==> config.mk <==
export PLATFORM = sky130hd
export DESIGN_NAME = fte_ctrl
export DESIGN_NICKNAME = d
export VERILOG_FILES = /design/src/design/fte_pkg.sv /design/src/design/fte_ctrl.sv
export SDC_FILE = /design/constraint.sdc
export NUM_CORES = 1
export LEC_CHECK = 0
export BUFFER_PORTS_ARGS = -buffer_cell sky130_fd_sc_hd__buf_4
export CORE_UTILIZATION = 45
export DETAILED_ROUTE_END_ITERATION = 6
export PLACE_DENSITY = 0.74
export SYNTH_ARGS = -nofsm -noshare
export SYNTH_HDL_FRONTEND = slang
export SYNTH_SLANG_ARGS = --single-unit
export TNS_END_PERCENT = 30
==> constraint.sdc <==
create_clock -name i_clk -period 5.7 [get_ports i_clk]
set_input_delay 0.285 -clock i_clk [delete_from_list [all_inputs] [get_ports i_clk]]
set_output_delay 0.285 -clock i_clk [all_outputs]
set_load 0.1 [all_outputs]
==> src/design/fte_pkg.sv <==
// Shared types, codes and constants for the FAT table entry engine.
// No dependencies; fte_store, fte_ctrl and the top level import this package.
`default_nettype none

package fte_pkg;

    // Default geometry, handed to the top-level parameters.
    localparam int DEF_SECTOR_BYTES    = 512;
    localparam int DEF_MAX_FAT_SECTORS = 32;

    // Fixed field widths.
    localparam int CLUSTER_W  = 16;
    localparam int VALUE_W    = 16;
    localparam int OFF_W      = 17;
    localparam int CFG_IDX_W  = 1;
    localparam int CFG_DATA_W = 6;

    // Configuration register indexes.
    localparam logic [CFG_IDX_W-1:0] CFG_FAT_SIXTEEN     = 1'b0;
    localparam logic [CFG_IDX_W-1:0] CFG_SECTORS_PER_FAT = 1'b1;

    // Request operations.
    localparam logic OP_READ  = 1'b0;
    localparam logic OP_WRITE = 1'b1;

    // Entry masks.
    localparam logic [VALUE_W-1:0] MASK_LOW_NIBBLE  = 16'h000F;
    localparam logic [VALUE_W-1:0] MASK_HIGH_NIBBLE = 16'hF000;
    localparam logic [VALUE_W-1:0] MASK_ENTRY12     = 16'h0FFF;

    // Request beat.
    typedef struct packed {
        logic                 op;
        logic [CLUSTER_W-1:0] cluster;
        logic [VALUE_W-1:0]   new_value;
    } t_fte_req;

    // Result beat.
    typedef struct packed {
        logic [VALUE_W-1:0] entry_value;
        logic               out_of_range;
    } t_fte_rsp;

    // Commands from the sequencer to the byte store.
    typedef struct packed {
        logic rd_en;
        logic wr_en;
        logic clr_en;
    } t_fte_store_ctl;

    // Sequencer states.
    typedef enum logic [2:0] {
        ST_CLEAR,
        ST_IDLE,
        ST_READ,
        ST_MODIFY,
        ST_COPY2,
        ST_DONE
    } t_fte_state;

endpackage

`default_nettype wire

==> src/design/fte_ctrl.sv <==
// Request sequencer: offset and range check, read-modify-write of the entry
// in both copies, clearing pass after reset and the result register.
// Depends on fte_pkg.
`default_nettype none

module fte_ctrl
    import fte_pkg::*;
#(
    parameter int SECTOR_BYTES    = DEF_SECTOR_BYTES,
    parameter int MAX_FAT_SECTORS = DEF_MAX_FAT_SECTORS
) (
    input  wire logic                                           i_clk,
    input  wire logic                                           i_rst_n,
    input  wire logic                                           i_in_valid,
    output logic                                                o_in_ready,
    input  wire t_fte_req                                       i_in_data,
    output logic                                                o_out_valid,
    input  wire logic                                           i_out_ready,
    output t_fte_rsp                                            o_out_data,
    input  wire logic                                           i_fat_sixteen,
    input  wire logic [$clog2(2*MAX_FAT_SECTORS*SECTOR_BYTES)-1:0] i_span,
    output t_fte_store_ctl                                      o_store_ctl,
    output logic      [$clog2(2*MAX_FAT_SECTORS*SECTOR_BYTES)-1:0] o_rd_addr,
    output logic      [$clog2(2*MAX_FAT_SECTORS*SECTOR_BYTES)-1:0] o_wr_addr,
    output logic      [VALUE_W-1:0]                             o_wr_data,
    output logic      [$clog2(MAX_FAT_SECTORS*SECTOR_BYTES)-1:0]   o_clr_addr,
    input  wire logic [VALUE_W-1:0]                             i_rd_data
);

    localparam int BANK_DEPTH = MAX_FAT_SECTORS * SECTOR_BYTES;
    localparam int ADDR_W     = $clog2(2 * BANK_DEPTH);
    localparam int BA_W       = $clog2(BANK_DEPTH);
    localparam int CMP_W      = (ADDR_W > OFF_W + 1) ? ADDR_W : OFF_W + 1;

    t_fte_state         r_state;
    t_fte_state         n_state;
    logic [BA_W-1:0]    r_clr_addr;
    logic               r_op;
    logic               r_odd;
    logic               r_wide;
    logic [VALUE_W-1:0] r_nv;
    logic [ADDR_W-1:0]  r_addr;
    logic               r_oor;
    logic [VALUE_W-1:0] r_result;
    logic [VALUE_W-1:0] r_merged;
    t_fte_rsp           r_out;
    logic               r_out_valid;

    logic               accept;
    logic               clr_last;
    logic               slot_free;
    logic               load_now;
    logic               load_held;
    logic [OFF_W-1:0]   off;
    logic               oor;
    logic [VALUE_W-1:0] nv_masked;
    logic [VALUE_W-1:0] result;
    logic [VALUE_W-1:0] merged;

    assign accept    = (r_state == ST_IDLE) && i_in_valid;
    assign clr_last  = (r_clr_addr == BA_W'(BANK_DEPTH - 1));
    assign slot_free = !r_out_valid || i_out_ready;

    // Byte offset of the entry and the range check against one copy.
    always_comb begin
        if (i_fat_sixteen) begin
            off = {i_in_data.cluster, 1'b0};
        end else begin
            off = {1'b0, i_in_data.cluster} + {2'b00, i_in_data.cluster[15:1]};
        end
        oor       = (CMP_W'(off) + CMP_W'(1)) >= CMP_W'(i_span);
        nv_masked = i_fat_sixteen ? i_in_data.new_value
                                  : (i_in_data.new_value & MASK_ENTRY12);
    end

    // Entry extraction and nibble merge on the byte pair just read.
    always_comb begin
        if (r_op == OP_WRITE) begin
            result = r_nv;
            if (r_wide) begin
                merged = r_nv;
            end else if (r_odd) begin
                merged = (i_rd_data & MASK_LOW_NIBBLE) | {r_nv[11:0], 4'h0};
            end else begin
                merged = (i_rd_data & MASK_HIGH_NIBBLE) | r_nv;
            end
        end else begin
            merged = i_rd_data;
            if (r_wide) begin
                result = i_rd_data;
            end else if (r_odd) begin
                result = {4'h0, i_rd_data[15:4]};
            end else begin
                result = i_rd_data & MASK_ENTRY12;
            end
        end
    end

    // Next state.
    always_comb begin
        n_state = r_state;
        unique case (r_state)
            ST_CLEAR: begin
                if (clr_last) begin
                    n_state = ST_IDLE;
                end
            end
            ST_IDLE: begin
                if (accept) begin
                    n_state = oor ? ST_DONE : ST_READ;
                end
            end
            ST_READ: begin
                n_state = ST_MODIFY;
            end
            ST_MODIFY: begin
                if (r_op == OP_WRITE) begin
                    n_state = ST_COPY2;
                end else begin
                    n_state = slot_free ? ST_IDLE : ST_DONE;
                end
            end
            ST_COPY2: begin
                n_state = slot_free ? ST_IDLE : ST_DONE;
            end
            ST_DONE: begin
                if (slot_free) begin
                    n_state = ST_IDLE;
                end
            end
            default: begin
                n_state = ST_CLEAR;
            end
        endcase
    end

    // Store commands and result loading per state.
    always_comb begin
        o_store_ctl = '0;
        o_rd_addr   = r_addr;
        o_wr_addr   = r_addr;
        o_wr_data   = merged;
        o_in_ready  = 1'b0;
        load_now    = 1'b0;
        load_held   = 1'b0;
        unique case (r_state)
            ST_CLEAR: begin
                o_store_ctl.clr_en = 1'b1;
            end
            ST_IDLE: begin
                o_in_ready = 1'b1;
            end
            ST_READ: begin
                o_store_ctl.rd_en = 1'b1;
            end
            ST_MODIFY: begin
                if (r_op == OP_WRITE) begin
                    o_store_ctl.wr_en = 1'b1;
                end else begin
                    load_now = slot_free;
                end
            end
            ST_COPY2: begin
                // Second copy starts one copy length further on.
                o_store_ctl.wr_en = 1'b1;
                o_wr_addr         = i_span + r_addr;
                o_wr_data         = r_merged;
                load_held         = slot_free;
            end
            ST_DONE: begin
                load_held = slot_free;
            end
            default: begin
                o_store_ctl = '0;
            end
        endcase
    end

    assign o_clr_addr = r_clr_addr;

    // Control registers.
    always_ff @(posedge i_clk) begin
        if (!i_rst_n) begin
            r_state     <= ST_CLEAR;
            r_clr_addr  <= '0;
            r_out_valid <= 1'b0;
        end else begin
            r_state <= n_state;
            if (r_state == ST_CLEAR) begin
                r_clr_addr <= r_clr_addr + BA_W'(1);
            end
            if (load_now || load_held) begin
                r_out_valid <= 1'b1;
            end else if (i_out_ready) begin
                r_out_valid <= 1'b0;
            end
        end
    end

    // Request and result payload registers.
    always_ff @(posedge i_clk) begin
        if (accept) begin
            r_op     <= i_in_data.op;
            r_odd    <= i_in_data.cluster[0];
            r_wide   <= i_fat_sixteen;
            r_nv     <= nv_masked;
            r_addr   <= ADDR_W'(CMP_W'(off));
            r_oor    <= oor;
            r_result <= '0;
        end
        if (r_state == ST_MODIFY) begin
            r_result <= result;
            r_merged <= merged;
        end
        if (load_now) begin
            r_out.entry_value  <= result;
            r_out.out_of_range <= 1'b0;
        end else if (load_held) begin
            r_out.entry_value  <= r_result;
            r_out.out_of_range <= r_oor;
        end
    end

    assign o_out_valid = r_out_valid;
    assign o_out_data  = r_out;

endmodule

`default_nettype wire

Word level (Yosys, flattened, before mapping)
Cells that the tools add are included.

Bits in latches: 0. ROM bits: 0. Input port bits: 69. Memory bits (writable): 0. Register bits after elaboration: 102. Memories: 0. Logic and storage cells: 70.

$lt $le $gt $ge: 1. Divide/modulo/power cells: 0. Multipliers: 0. Bitwise gates (word level): 2. Multiplexer cells: 30. Equal/unequal tests: 9. Reduce and logical (&&, ||, !) cells: 10. Add/sub/neg operators: 4. Shifts and indexed selects: 0.

Operators by type and width (count): 16-bit two-way mux (8); 17-bit two-way mux (3); 17-bit by 1-bit adder with 18-bit output (second input constant) (1); 18-bit by 15-bit greater-or-equal comparator with 1-bit output (1); 3-bit two-way mux (6); 3-bit one-hot mux with 6 select lines (1); 16-bit by 15-bit adder with 17-bit output (1); 16-bit OR (1); 4-bit by 16-bit OR with 16-bit output (1); 15-bit adder (1); 15-bit two-way mux (1); 14-bit by 1-bit adder with 14-bit output (second input constant) (1); 14-bit == test (second input constant) (1); 12-bit two-way mux (1); 1-bit two-way mux (9); 3-bit by 2-bit == test with 1-bit output (second input constant) (2); 3-bit == test (second input constant) (2); 2-bit != test (second input constant) (3); 2-bit nonzero test (3); 3-bit by 1-bit == test with 1-bit output (second input constant) (1); 3-bit zero test (1); 3-bit AND reduction (1); 1-bit logical OR (2); 1-bit one-hot mux with 2 select lines (1); other kinds (3) (3).

Depth between registers and ports, before layout
Depth after elaboration: 7. Mapped depth: 21. Mapped depth without buffers: 19.

Worst setup path before layout
No wires, ideal clock.

Kind: reg-to-output. Start: register r_addr[0], in the netlist o_rd_addr[0]. End: output o_wr_addr[12]. Arrival time: 5.094 ns. Buffers on the path: 0. Stages on the path, launching flop included: 13. Path slack: 0.321 ns. Cell sequence: edfxtp_1 ha_1 inv_1 fa_1 nor2b_1 o21ai_0 a21boi_0 o21ai_0 a21boi_0 nor2_1 o21ai_0 a211oi_1 o31ai_1.

Longest elaborated chain between the ends: 2.

Ends and longest elaborated chain: from (decl) (RTL line fte_ctrl.sv:42) `logic [ADDR_W-1:0] r_addr;`; from (signal assigned) (RTL line fte_ctrl.sv:207) `r_addr <= ADDR_W'(CMP_W'(off));`; 15-bit adder (RTL line fte_ctrl.sv:166) `o_wr_addr = i_span + r_addr;`; 15-bit two-way mux (RTL line fte_ctrl.sv:146) `unique case (r_state)`; to (decl) (RTL line fte_ctrl.sv:24) `output logic [$clog2(2*MAX_FAT_SECTORS*SECTOR_BYTES)-1:0] o_wr_addr,`.

No other way between the ends.

Final worst setup path
Start: register r_addr[0], in the netlist o_rd_addr[0]. End: output o_wr_addr[14].

The elaborated chain is that of the path after synthesis.

==> flow_summary_export.csv <==
group,metric,value,unit
sta,slew_viol_final,0,
clock_network,clk_latency,0.35,ns
clock_network,h-tree-depth,3,
floorplan,dieArea,15840,µm²
synth,yosysSeqAreaShare,41.60,%
sta,hold_violations,0,
min_path,min_path_type,"in -> reg",
sta,grt_setup_unrepaired,"no",
synth,avgSynthCellArea,9.879,µm²
clock_network,cts-root-buf,"clkbuf_16",
grt,grt_overflow,0,
final_layout,drive_above_1_share,24.58,%
floorplan,core_area,14750,µm²
grt,antenna_found_initial,0,
final_layout,fill_cells,1295,
clock_network,clockBufferDepth,2,
synth,ys_ff_latch,102,
synth,synthesis.nets,818,
routing,drc,0,
synth,synth_warnings,0,
power_and_ir_drop,leakage,3.629,nW
floorplan,placementRows,44,
floorplan,start_util,46.80,%
synth,synth_edf_count,83,
synth,synth.distinct_cells,69,
final_layout,multi_input_area,3794,µm²
critical_path,start_kind,"register",
critical_path,end_kind,"output port",
sta,tns,0,ns
critical_path,crit_path_max_fanout,5,
clock_network,cts_buffers,9,
sta,fin_crit_sh,72.77,%
power_and_ir_drop,cellPowerDensity,343.8,nW/µm²
place,port_buffers,150,
grt,grt_usage,21.31,%
critical_path,ff2ff_setup_slack,2.74,ns
routing,wirelength,16750,µm
sta,relSlewSlack,26.00,%
final_layout,fin_util,57.41,%
routing,firstDrtPassIters,5,
routing,routedWlPerCell,16.39,µm
sta,finClkSkew,0.01161,ns
power_and_ir_drop,peakVddDrop,185.8,µV
place,preCtsSetupSlack,1.201,ns
synth,synthArstFlopShare,0,%
floorplan,die_x,125.9,µm
critical_path,timing_worst_setup_path_type,"reg -> out",
clock_network,clkSinkCount,102,
clock_network,holdBufCountCts,0,
sta,tightest_slew,1.106,ns
clock_network,post_cts_buffers,0,
routing,ant_nets,0,
grt,grt_pass1_wl,26580,µm
final_layout,ff_latch_area,2873,µm²
critical_path,crit_required,5.41,ns
final_layout,final_cell_mix,"buf_4 (153), edfxtp_1 (83), nor2_1 (72), a21oi_1 (49), ha_1 (48)",
synth,synth_area_leaders,"edfxtp_1 (36%), ha_1 (8.7%), dfxtp_1 (5.5%), nor2_1 (3.9%), mux2_2 (3.8%)",
synth,syn-cell-area,6905,µm²
routing,via_per_inst,5.587,
sta,layout_setup_ws,1.552,ns
final_layout,diodes,0,
sta,min_period,4.148,ns
place,detailed_place_hpwl,12870,µm
job,cap_viol_max_count,0,
floorplan,ios,151,
clock_network,path_clk_slew,0.08,ns
routing,first_iter_violations,308,
final_layout,area_growth,22.67,%
grt,grt_pass1_vias,5172,
power_and_ir_drop,p_total,0.002913,W
run_status,status,"completed",
synth,synth_flop_cell,"edfxtp_1",
routing,vias,5710,
clock_network,cts_resized,0,
floorplan,dieHeight,125.9,µm
sta,max_freq,241.1,MHz
clock_network,cts_tree,"yes",
sta,worst_hold_slack,0.1038,ns
synth,synth_top_area_share,36.09,%
final_layout,layout_commonest_cell,"buf_4",
critical_path,arrival,3.86,ns
synth,synth_area_leader_cell,"edfxtp_1",
sta,finalSetupViolations,0,
place,routabilityCongestion,0.8613,
grt,grt_max_degree,54,
synth,synthCells,699,
final_layout,nets,952,
==> report_power, final <==
part | internal (W) | switching, W | leakage, nW | total, W
clock network | 0.000345 | 0.000282 | 0.147 | 0.000627
logic | 0.000356 | 0.000969 | 2.57 | 0.00132
registers | 0.000899 | 0.0000621 | 0.912 | 0.000961
==> sequential cells by signal, summed over array words and instances, names as in the netlist <==
| name | flops |
|---|---|
| o_clr_addr | 14 |
| r_merged | 16 |
| r_oor | 1 |
| r_op | 1 |
| o_out_data | 17 |
| r_state | 3 |
| r_odd | 1 |
| o_rd_addr | 15 |
| r_result | 16 |
| r_wide | 1 |
| o_out_valid | 1 |
| r_nv | 16 |
==> critical path: stages (launching register included) <==
cell	delay, ns
edfxtp_1	0.37
ha_1	0.17
inv_1	0.06
fa_1	0.41
nor2b_1	0.12
o21ai_0	0.10
a21boi_0	0.27
o21ai_0	0.15
a21boi_0	0.50
o21ai_0	0.25
and3_1	0.22
nor3_1	0.39
xnor2_1	0.18
buf_4	0.31
==> final cells by class <==
cell class	instances	area share (%)
timing repair buffer	153	13.56
inverter	33	1.462
clock buffer	10	2.703
multi-input combinational	534	44.79
clock inverter	6	0.8567
sequential	102	33.91
tap	184	2.718
==> metrics by stage <==
stage               std cells  instance area, µm²
detailed placement       1006                8169
CTS                      1022                8471
global placement         1006                8169
finish                   1022                8471
global route             1022                8471
floorplan                 699                6905
==> final timing paths <==
check	startpoint	to	cells after the start
hold / removal	i_in_data[10]	r_nv[10]$_DFFE_PP_	1
setup reg to reg	r_state[2]$_SDFFE_PN0P_	o_out_data[12]$_DFFE_PP_	4
setup / recovery	o_rd_addr[0]$_DFFE_PP_	o_wr_addr[14]	13
hold reg to reg	o_clr_addr[11]$_SDFFE_PN0P_	o_clr_addr[11]$_SDFFE_PN0P_	2
==> synth_stat cells, types with 7 or more instances <==
| cell type | number |
|---|---|
| clkbuf_1 | 24 |
| a22o_1 | 17 |
| a21oi_1 | 49 |
| nor2b_1 | 9 |
| nand2_1 | 46 |
| nor2_1 | 72 |
| ha_1 | 48 |
| a211oi_1 | 8 |
| xnor2_1 | 21 |
| a21o_1 | 9 |
| and3_1 | 12 |
| mux2i_1 | 21 |
| inv_1 | 32 |
| xor2_1 | 16 |
| mux2_2 | 23 |
| and2_1 | 19 |
| dfxtp_1 | 19 |
| edfxtp_1 | 83 |
| nand4_1 | 7 |
| nand3_1 | 21 |
| nor3b_1 | 7 |
| o21ai_0 | 31 |
==> layer usage <==
metal	vias to the layer above	routed length, µm	share of wire [%]	track usage [%]
li1	2865	-	-	-
met3	37	741	4.4	2.591
met1	2638	7974	48	29.61
met4	0	615	3.7	10.70
met5	-	0	0	0
met2	170	7419	44	32.94
==> logic make-up (layout without fill, tap and decap cells) <==
| group | after synthesis | count (layout) | share of synthesized area [%] |
|---|---|---|---|
| compound gates | 169 | 169 | 16.56 |
| flops | 102 | 102 | 41.60 |
| fa+ha+maj | 50 | 50 | 9.277 |
| mux | 45 | 45 | 7.012 |
| buf+inv | 63 | 202 | 3.479 |
| xor+xnor | 37 | 37 | 4.693 |
| simple gates | 233 | 233 | 17.38 |
Note: power is estimated with default switching activity, not from simulation.
